File: src/floored_int64_alu_defines.svh
// Assertion macros for the ALU.
`ifndef FLOORED_INT64_ALU_DEFINES_SVH
`define FLOORED_INT64_ALU_DEFINES_SVH

// Property that must hold on every clock edge outside reset.
`define FIA_ASSERT_CLK(label, prop, msg) \
    label: assert property (@(posedge aclk) disable iff (!aresetn) (prop)) else $error(msg);

// Property that must hold on every clock edge, reset included.
`define FIA_ASSERT_ALWAYS(label, prop, msg) \
    label: assert property (@(posedge aclk) (prop)) else $error(msg);

`endif

File: src/fia_pkg.sv
`default_nettype none
package fia_pkg;
    localparam int DataW = 64;
    localparam int PowLimitDefault = 64;

    typedef enum logic [2:0] {
        OP_ADD = 3'd0,
        OP_SUB = 3'd1,
        OP_MUL = 3'd2,
        OP_DIV = 3'd3,
        OP_MOD = 3'd4,
        OP_POW = 3'd5
    } op_t;

    typedef enum logic [1:0] {
        FLT_OK     = 2'd0,
        FLT_DIV0   = 2'd1,
        FLT_NEGEXP = 2'd2,
        FLT_BIGEXP = 2'd3
    } fault_t;

    // 64x64 multiply as 16 partial products of 16x16 bits
    localparam int MulDigW = 16;
    localparam int MulDigN = DataW / MulDigW;

    typedef struct packed {
        logic start;
        logic [DataW-1:0] a;
        logic [DataW-1:0] b;
    } mul_req_t;

    typedef struct packed {
        logic busy;
        logic done;
        logic [DataW-1:0] prod;
    } mul_rsp_t;
endpackage
`default_nettype wire

File: src/floored_int64_alu.sv
`default_nettype none
// Signed 64-bit ALU with floored division and remainder and wrapping power.
// Input beat on s_axis: tdata = {rhs, lhs} (lhs in bits 63:0), tuser = func.
// Result beat on m_axis: tdata = value[63:0], fault[65:64], zero padded to 72.
// One beat is taken at a time; s_axis_tready is low from acceptance until the
// result has been moved into the output register, and rises with that move.
// Path from the accepting edge to m_axis_tvalid: add/sub, faults and unused
// codes go straight to the hand-off; multiply runs start, 16 partial products
// through one 16x16 multiplier, drain, hand-off; divide and remainder run setup,
// one restoring radix-2 step per cycle over 64 bits, sign fix-up, hand-off;
// power runs one multiply per unit of the exponent, all multiplies running
// through the same shared multiplier.
// The output register holds a result until m_axis_tready; a new beat is
// accepted while it waits, but its result stays in the unit until the output
// register frees. Reset (aresetn low, synchronous) drops any work in flight
// and clears m_axis_tvalid.
module floored_int64_alu #(
    parameter int POW_LIMIT = fia_pkg::PowLimitDefault
) (
    input  wire logic        aclk,
    input  wire logic        aresetn,
    input  wire logic        s_axis_tvalid,
    output logic             s_axis_tready,
    input  wire logic [127:0] s_axis_tdata,  // lhs[63:0], rhs[127:64]
    input  wire logic [2:0]  s_axis_tuser,   // func[2:0]
    output logic             m_axis_tvalid,
    input  wire logic        m_axis_tready,
    output logic [71:0]      m_axis_tdata    // value[63:0], fault[65:64]
);
    import fia_pkg::*;

    localparam int ExpW = $clog2(POW_LIMIT + 1);

    typedef enum logic [2:0] {
        ST_IDLE, ST_MUL, ST_DIV, ST_DFIX, ST_POW, ST_DONE
    } state_t;

    state_t state_reg;
    logic [2:0]       op_reg;
    logic [DataW-1:0] x_reg, y_reg, res_reg, rem_reg, quo_reg;
    logic [1:0]       flt_reg;
    logic [6:0]       step_reg;
    logic [ExpW-1:0]  exp_reg;
    logic             mwait_reg;
    logic [DataW-1:0] out_val_reg;
    logic [1:0]       out_flt_reg;
    logic             out_vld_reg;
    mul_req_t         mreq;
    mul_rsp_t         mrsp;

    logic [DataW-1:0] s_lhs, s_rhs, ux, uy;
    logic [DataW:0]   rtrial, rsh;
    logic             xn, yn;

    assign s_lhs = s_axis_tdata[63:0];
    assign s_rhs = s_axis_tdata[127:64];
    assign xn = x_reg[DataW-1];
    assign yn = y_reg[DataW-1];
    assign uy = yn ? -y_reg : y_reg;
    assign ux = xn ? -x_reg : x_reg;
    assign rsh = {rem_reg, quo_reg[DataW-1]};
    assign rtrial = rsh - {1'b0, uy};

    fia_mul u_mul (.aclk(aclk), .aresetn(aresetn), .req(mreq), .rsp(mrsp));

    always_comb begin
        mreq.start = 1'b0;
        mreq.a = x_reg;
        mreq.b = y_reg;
        if (state_reg == ST_POW) mreq.b = res_reg;
        if ((state_reg == ST_MUL || state_reg == ST_POW) && !mwait_reg
            && !(state_reg == ST_POW && exp_reg == '0))
            mreq.start = 1'b1;
    end

    assign s_axis_tready = (state_reg == ST_IDLE);
    assign m_axis_tvalid = out_vld_reg;
    assign m_axis_tdata  = {6'd0, out_flt_reg, out_val_reg};

    always_ff @(posedge aclk) begin
        if (!aresetn) begin
            state_reg   <= ST_IDLE;
            out_vld_reg <= 1'b0;
            mwait_reg   <= 1'b0;
        end else begin
            if (m_axis_tready) out_vld_reg <= 1'b0;
            unique case (state_reg)
                ST_IDLE: begin
                    if (s_axis_tvalid) begin
                        op_reg    <= s_axis_tuser;
                        x_reg     <= s_lhs;
                        y_reg     <= s_rhs;
                        flt_reg   <= FLT_OK;
                        res_reg   <= '0;
                        mwait_reg <= 1'b0;
                        state_reg <= ST_DONE;
                        unique case (s_axis_tuser)
                            OP_ADD: res_reg <= s_lhs + s_rhs;
                            OP_SUB: res_reg <= s_lhs - s_rhs;
                            OP_MUL: state_reg <= ST_MUL;
                            OP_DIV, OP_MOD: begin
                                if (s_rhs == '0) flt_reg <= FLT_DIV0;
                                else state_reg <= ST_DIV;
                            end
                            OP_POW: begin
                                if (s_rhs[DataW-1]) flt_reg <= FLT_NEGEXP;
                                else if (s_rhs > DataW'(POW_LIMIT)) flt_reg <= FLT_BIGEXP;
                                else begin
                                    res_reg   <= DataW'(1);
                                    exp_reg   <= s_rhs[ExpW-1:0];
                                    state_reg <= ST_POW;
                                end
                            end
                            default: ;
                        endcase
                        step_reg <= '0;
                    end
                end
                ST_MUL: begin
                    if (!mwait_reg) mwait_reg <= 1'b1;
                    else if (mrsp.done) begin
                        res_reg   <= mrsp.prod;
                        state_reg <= ST_DONE;
                    end
                end
                ST_POW: begin
                    if (exp_reg == '0) state_reg <= ST_DONE;
                    else if (!mwait_reg) mwait_reg <= 1'b1;
                    else if (mrsp.done) begin
                        res_reg   <= mrsp.prod;
                        exp_reg   <= exp_reg - 1'b1;
                        mwait_reg <= 1'b0;
                    end
                end
                ST_DIV: begin
                    if (step_reg == '0) begin
                        quo_reg <= ux;
                        rem_reg <= '0;
                        step_reg <= 7'd1;
                    end else begin
                        if (!rtrial[DataW]) begin
                            rem_reg <= rtrial[DataW-1:0];
                            quo_reg <= {quo_reg[DataW-2:0], 1'b1};
                        end else begin
                            rem_reg <= rsh[DataW-1:0];
                            quo_reg <= {quo_reg[DataW-2:0], 1'b0};
                        end
                        if (step_reg == 7'd64) state_reg <= ST_DFIX;
                        step_reg <= step_reg + 1'b1;
                    end
                end
                ST_DFIX: begin
                    if (op_reg == OP_DIV) begin
                        if (xn != yn)
                            res_reg <= -quo_reg - DataW'(rem_reg != '0);
                        else
                            res_reg <= quo_reg;
                    end else begin
                        res_reg <= (xn ? -rem_reg : rem_reg)
                                   + ((rem_reg != '0 && xn != yn) ? y_reg : '0);
                    end
                    state_reg <= ST_DONE;
                end
                ST_DONE: begin
                    if (!out_vld_reg || m_axis_tready) begin
                        out_vld_reg <= 1'b1;
                        out_val_reg <= (flt_reg != FLT_OK) ? '0 : res_reg;
                        out_flt_reg <= flt_reg;
                        state_reg   <= ST_IDLE;
                    end
                end
                default: state_reg <= ST_IDLE;
            endcase
        end
    end

`include "floored_int64_alu_defines.svh"
    `FIA_ASSERT_CLK(a_fault_zero, (m_axis_tvalid && m_axis_tdata[65:64] != FLT_OK) |-> (m_axis_tdata[63:0] == '0), "faulted result not zero")
    `FIA_ASSERT_CLK(a_ready_idle, (s_axis_tvalid && s_axis_tready) |=> !s_axis_tready, "accepted while busy")
    `FIA_ASSERT_ALWAYS(a_rst_clear, !$past(aresetn) |-> !m_axis_tvalid, "valid after reset")
endmodule
`default_nettype wire

File: src/fia_mul.sv
`default_nettype none
module fia_mul (
    input  wire logic          aclk,
    input  wire logic          aresetn,
    input  wire fia_pkg::mul_req_t req,
    output fia_pkg::mul_rsp_t  rsp
);
    import fia_pkg::*;

    localparam int CntW = $clog2(MulDigN * MulDigN);

    logic [DataW-1:0] a_reg, b_reg, acc_reg;
    logic [CntW-1:0]  cnt_reg;
    logic             busy_reg, done_reg;
    logic [CntW/2-1:0] ia, ib;
    logic [MulDigW-1:0] da, db;
    logic [2*MulDigW-1:0] pp_reg;
    logic             pp_vld_reg, pp_last_reg;
    logic [CntW-1:0]  pp_sh_reg;
    logic [DataW-1:0] pp_ext;

    assign ia = cnt_reg[CntW/2-1:0];
    assign ib = cnt_reg[CntW-1:CntW/2];
    assign da = a_reg[ia*MulDigW +: MulDigW];
    assign db = b_reg[ib*MulDigW +: MulDigW];
    assign pp_ext = DataW'(pp_reg) << (MulDigW * (32'(pp_sh_reg[CntW/2-1:0])
                    + 32'(pp_sh_reg[CntW-1:CntW/2])));

    always_ff @(posedge aclk) begin
        if (!aresetn) begin
            busy_reg    <= 1'b0;
            done_reg    <= 1'b0;
            pp_vld_reg  <= 1'b0;
            pp_last_reg <= 1'b0;
            cnt_reg     <= '0;
        end else begin
            done_reg <= 1'b0;
            if (req.start) begin
                a_reg      <= req.a;
                b_reg      <= req.b;
                acc_reg    <= '0;
                cnt_reg    <= '0;
                busy_reg   <= 1'b1;
                pp_vld_reg <= 1'b0;
            end else begin
                pp_vld_reg <= busy_reg;
                if (busy_reg) begin
                    pp_reg      <= da * db;
                    pp_sh_reg   <= cnt_reg;
                    pp_last_reg <= &cnt_reg;
                    cnt_reg     <= cnt_reg + 1'b1;
                    if (&cnt_reg) busy_reg <= 1'b0;
                end
                if (pp_vld_reg) begin
                    acc_reg <= acc_reg + pp_ext;
                    if (pp_last_reg) done_reg <= 1'b1;
                end
            end
        end
    end

    assign rsp.busy = busy_reg | pp_vld_reg;
    assign rsp.done = done_reg;
    assign rsp.prod = acc_reg;
endmodule
`default_nettype wire
File: config.mk
export PLATFORM = sky130hd
export DESIGN_NAME = floored_int64_alu
export DESIGN_NICKNAME = d
export VERILOG_FILES = /design/src/fia_pkg.sv /design/src/floored_int64_alu.sv /design/src/fia_mul.sv
export VERILOG_INCLUDE_DIRS = /design/src /design/src/src
export SDC_FILE = /design/constraint.sdc
export NUM_CORES = 2
export LEC_CHECK = 0
export BUFFER_PORTS_ARGS = -buffer_cell sky130_fd_sc_hd__clkbuf_2
export CAP_MARGIN = 20
export CORE_MARGIN = 4
export CORE_UTILIZATION = 45
export CTS_CLUSTER_DIAMETER = 200
export DETAILED_ROUTE_END_ITERATION = 7
export PLACE_DENSITY = 0.68
export SLEW_MARGIN = 20
export SYNTH_ARGS = -nofsm -noshare
export SYNTH_HDL_FRONTEND = slang
export SYNTH_HIERARCHICAL = 1
export SYNTH_SLANG_ARGS = --single-unit
File: constraint.sdc
create_clock -name aclk -period 8.7 [get_ports aclk]
set_input_delay 1.74 -clock aclk [delete_from_list [all_inputs] [get_ports aclk]]
set_output_delay 1.74 -clock aclk [all_outputs]
set_load 0.03 [all_outputs]
### Yosys cells after proc, flatten, opt, wreduce, memory -nomap -nowiden

Index checks and enable logic that the tools add are counted.

* output and inout bits: 74
* bits of input ports: 135
* register bits after elaboration: 646
* word-level logic and storage cells: 168

* eq/ne operators: 26
* shift operators: 3
* reductions and logical operators: 37
* multipliers: 1
* $add $sub $neg: 14
* order comparisons: 1
* bitwise gates (word level): 3
* muxes and demuxes: 59

Operators by type and width (count)
* $mux W64: 14
* $neg A64 Y64: 4
* $pmux W64 S4: 1
* $add A64 B64 Y64: 3
* $pmux W64 S3: 1
* $shiftx A64 B7 Y16: 2
* $sub A65 B64 Y65: 1
* $gt A64 B7 Y1 const B: 1
* $logic_not A64 Y1: 1
* $reduce_bool A64 Y1: 1
* $shl A32 B32 Y64: 1
* $sub A64 B1 Y64: 1
* $sub A64 B64 Y64: 1
* $mux W7: 9
* $mul A16 B16 Y32: 1
* $pmux W7 S2: 2
* $mux W3: 8
* $mux W1: 18
* $ne A2 B2 Y1 const B: 9
* $pmux W3 S6: 1
* $eq A3 B2 Y1 const B: 5
* $reduce_and A3 Y1: 5
* $logic_not A7 Y1: 2
* $eq A3 B3 Y1 const B: 4
* other kinds (26): 48

### Logic depth before layout (Yosys ltp)

* depth in word-level cells: 7
* mapped depth: 29

### Cells and area by module

Netlist, hierarchy kept.

By module, submodules not included
* floored_int64_alu: cells each 4446, instances 1, area an instance 38290.5 µm²
* fia_mul: cells each 2073, instances 1, area an instance 21229.1 µm²

### Worst setup path after synthesis

Ideal clock, no wire load.

* kind: register to register
* start: register u_mul.cnt_reg[2]
* end: register u_mul.pp_reg[30], data pin
* required time: 8.442 ns
* cell stages (with the launch flop): 28
* path slack: 1.310 ns
* path buffers: 3
* setup time: 0.258 ns
* arrival: 7.132 ns
* path through: dfxtp_1 -> clkbuf_1 -> buf_1 -> mux2i_1 -> nand2_1 -> o21ai_0 -> clkbuf_1 -> nor2_1 -> fa_1 -> inv_1 -> fa_1 -> fa_1 -> fa_1 -> inv_1 -> fa_1 -> inv_1 -> fa_1 -> inv_1 -> ha_1 -> a21o_1 -> a21oi_1 -> o21ai_0 -> a41oi_1 -> o311ai_1 -> a311o_1 -> a31o_2 -> a21oi_1 -> xnor2_1

* longest elaborated chain between the ends: 2

RTL lines
* start: declaration: line fia_mul.sv:13 `logic [CntW-1:0] cnt_reg;`
* start signal: assignment: line fia_mul.sv:51 `cnt_reg <= cnt_reg + 1'b1;`
* $shiftx A64 B7 Y16: line fia_mul.sv:25 `assign db = b_reg[ib*MulDigW +: MulDigW];`
* $mul A16 B16 Y32: line fia_mul.sv:48 `pp_reg <= da * db;`
* end signal: assignment: line fia_mul.sv:48
* end: declaration: line fia_mul.sv:17 `logic [2*MulDigW-1:0] pp_reg;`

Every way passes these cells.
A chain may end at the register's enable or synchronous reset.

### Worst setup path after layout

* start: register u_mul.cnt_reg[1]
* end: register u_mul.pp_reg[30], data pin

* longest elaborated chain between the ends: 2

RTL lines
* $shiftx A64 B7 Y16: line fia_mul.sv:24 `assign da = a_reg[ia*MulDigW +: MulDigW];`
* $mul A16 B16 Y32: line fia_mul.sv:48

Every way passes these cells.

==> results.py <==
metrics = {
    "floorplan": {
        "dieArea_mm2": 0.138,
        "die_h_um": 372,
        "die_x_um": 372,
        "core_area_mm2": 0.131,
        "rows": 133,
        "ios": 209,
        "start_util_pct": 45.3,
    },
    "clocking": {
        "h-tree-depth": 3,
        "cts_root_buf": "clkbuf_16",
        "clkTransAtPathRegs_ns": 0.06,
        "cts_setup_buffers": 0,
        "post_cts_resized": 0,
        "cts_tree": "yes",
        "cts_buffers": 78,
        "cts_buffer_depth": 3,
        "clkLatencyLatePin_ns": 0.71,
        "cts_sinks": 646,
        "postCtsHoldBufs": 0,
    },
    "global_route": {
        "track_usage_pct": 34.5,
        "grt_first_pass_wirelength_mm": 345,
        "grt_pass1_vias": 49700,
        "grt_overflow_total": 0,
        "antenna_found_initial": 24,
        "grt_max_degree": 131,
    },
    "sta": {
        "fin_crit_sh_pct": 89.1,
        "maxSlewHeadroom_pct": 25.4,
        "clock_skew_ns": 0.0495,
        "worst_slack_ns": 0.949,
        "max_freq_mhz": 129,
        "rsz0062_at_grt": "no",
        "final.setup.tns_ns": 0,
        "worst_slew_pin_slew_ns": 1.11,
        "final_hold_viol_count": 0,
        "slew_violations": 0,
        "finalCriticalPeriod_ns": 7.75,
        "setup_violations": 0,
    },
    "min_path": {
        "hold_path.class": "reg -> reg",
        "hold_start": "x_reg[9]",
    },
    "finish": {
        "fin_area_mm2": 0.0649,
        "n_fill_cell": 12400,
        "fin_nets": 7330,
        "drive_above_1_share_pct": 8.67,
        "finish.utilization_pct": 49.3,
        "area_delta_synth_final_pct": 9.01,
    },
    "setup_path": {
        "cp_cell_sequence": "mux2_2 -> o21ai_1 -> buf_4 -> nor2_1 -> fa_1 -> inv_1 -> fa_1 -> fa_1 -> fa_1 -> inv_1 -> fa_1 -> inv_1 -> fa_1 -> inv_1 -> ha_1 -> a21o_1 -> a21oi_1 -> o21ai_0 -> a41oi_1 -> o311ai_1 -> a311o_1 -> a31o_2 -> a21oi_1 -> xnor2_1",
        "cp-startpoint": "u_mul/cnt_reg[1]",
        "critPathMaxFanout": 18,
        "reg2reg_slack_ns": 0.95,
        "critPathArrivalTime_ns": 8.17,
        "timing.rr.start": "u_mul/cnt_reg[1]",
        "crit_path_start_kind": "register",
        "cp_slowest_cell": "dfxtp_1",
        "crit_path_frequent_cell": "fa_1",
        "cpPeakStageDelay_ns": 0.91,
        "worstSetupPathType": "reg -> reg",
        "crit_path_end_kind": "register",
        "cp.required_ns": 9.12,
    },
    "placement": {
        "dp_hpwl_mm": 197,
        "place_area_mm2": 0.0622,
        "place_ws_ns": 0.878,
        "portBuffers": 202,
        "gp_congestion": 1.18,
    },
    "logic_synthesis": {
        "syn_area_per_cell_um2": 9.13,
        "synth_warnings": 6,
        "netlist_area_mm2": 0.0595,
        "post_synth_inst_count": 6518,
    },
    "routing": {
        "antenna_left": 0,
        "totalWireLength_mm": 243,
        "num_vias": 53400,
        "dr.pass1.iters": 8,
        "drt_iter0_markers": 7887,
        "drc": 8,
        "routedWlPerCell_um": 29.0,
        "vias_per_cell": 6.37,
    },
    "run_status": {
        "run_status": "complete, but fails checks",
        "violations": "DRC",
    },
    "run": {
        "drv_cap": 0,
    },
}
[metrics by stage]
stage,hold WS [ns],std cells
finish,0.498,8386
global route,0.520,8378
CTS,0.499,8377
detailed placement,0.486,8238
global placement,0.480,8238
floorplan,0.406,6523
[placed cells by master, fill, tap and decap left out, drive strengths merged, types with 216 or more instances in the layout]
master,n
edfxtp,633
nand2,630
nor2,502
a21oi,473
ha,432
inv,421
o21ai,417
clkbuf,299
xnor2,297
xor2,266
and2,216
[final cells by class]
class	count	area, um2	area share [%]
multi-input combinational	5145	37600	58.0
sequential	646	19300	29.7
tap	1755	2200	3.38
clock buffer	97	2080	3.20
timing repair buffer	277	1600	2.46
inverter	416	1560	2.41
clock inverter	42	536	0.825
antenna	8	20.0	0.0309
[final timing paths]
check,endpoint,depth (start not counted)
setup reg to reg,u_mul/pp_reg[30],24
hold reg to reg,u_mul/a_reg[9],0
hold / removal,u_mul/a_reg[9],0
setup / recovery,u_mul/pp_reg[30],24
[per-layer routing]
metal  share of wire [%]  vias up  routed length, um  track usage (%)
met4                 8.1        4              19700             22.9
met1                  41    26000              99200             48.3
met5               0.011        -                 27                0
met2                  39     3177              94400             47.1
li1                    -    23700                  -                -
met3                  12      559              30000             8.24
[critical path: cells and delay by family, from the launching register on]
family	cells	cell delay [ns]
simple gates	1	0.07
xor+xnor	1	0.08
fa+ha+maj	7	3.50
mux	1	0.43
buf+inv	5	0.44
flops	1	0.91
compound gates	9	2.06
Power is left out: the tool's default activity adds up to more than one toggle a clock period on the data nets, which glitch-free logic cannot reach.
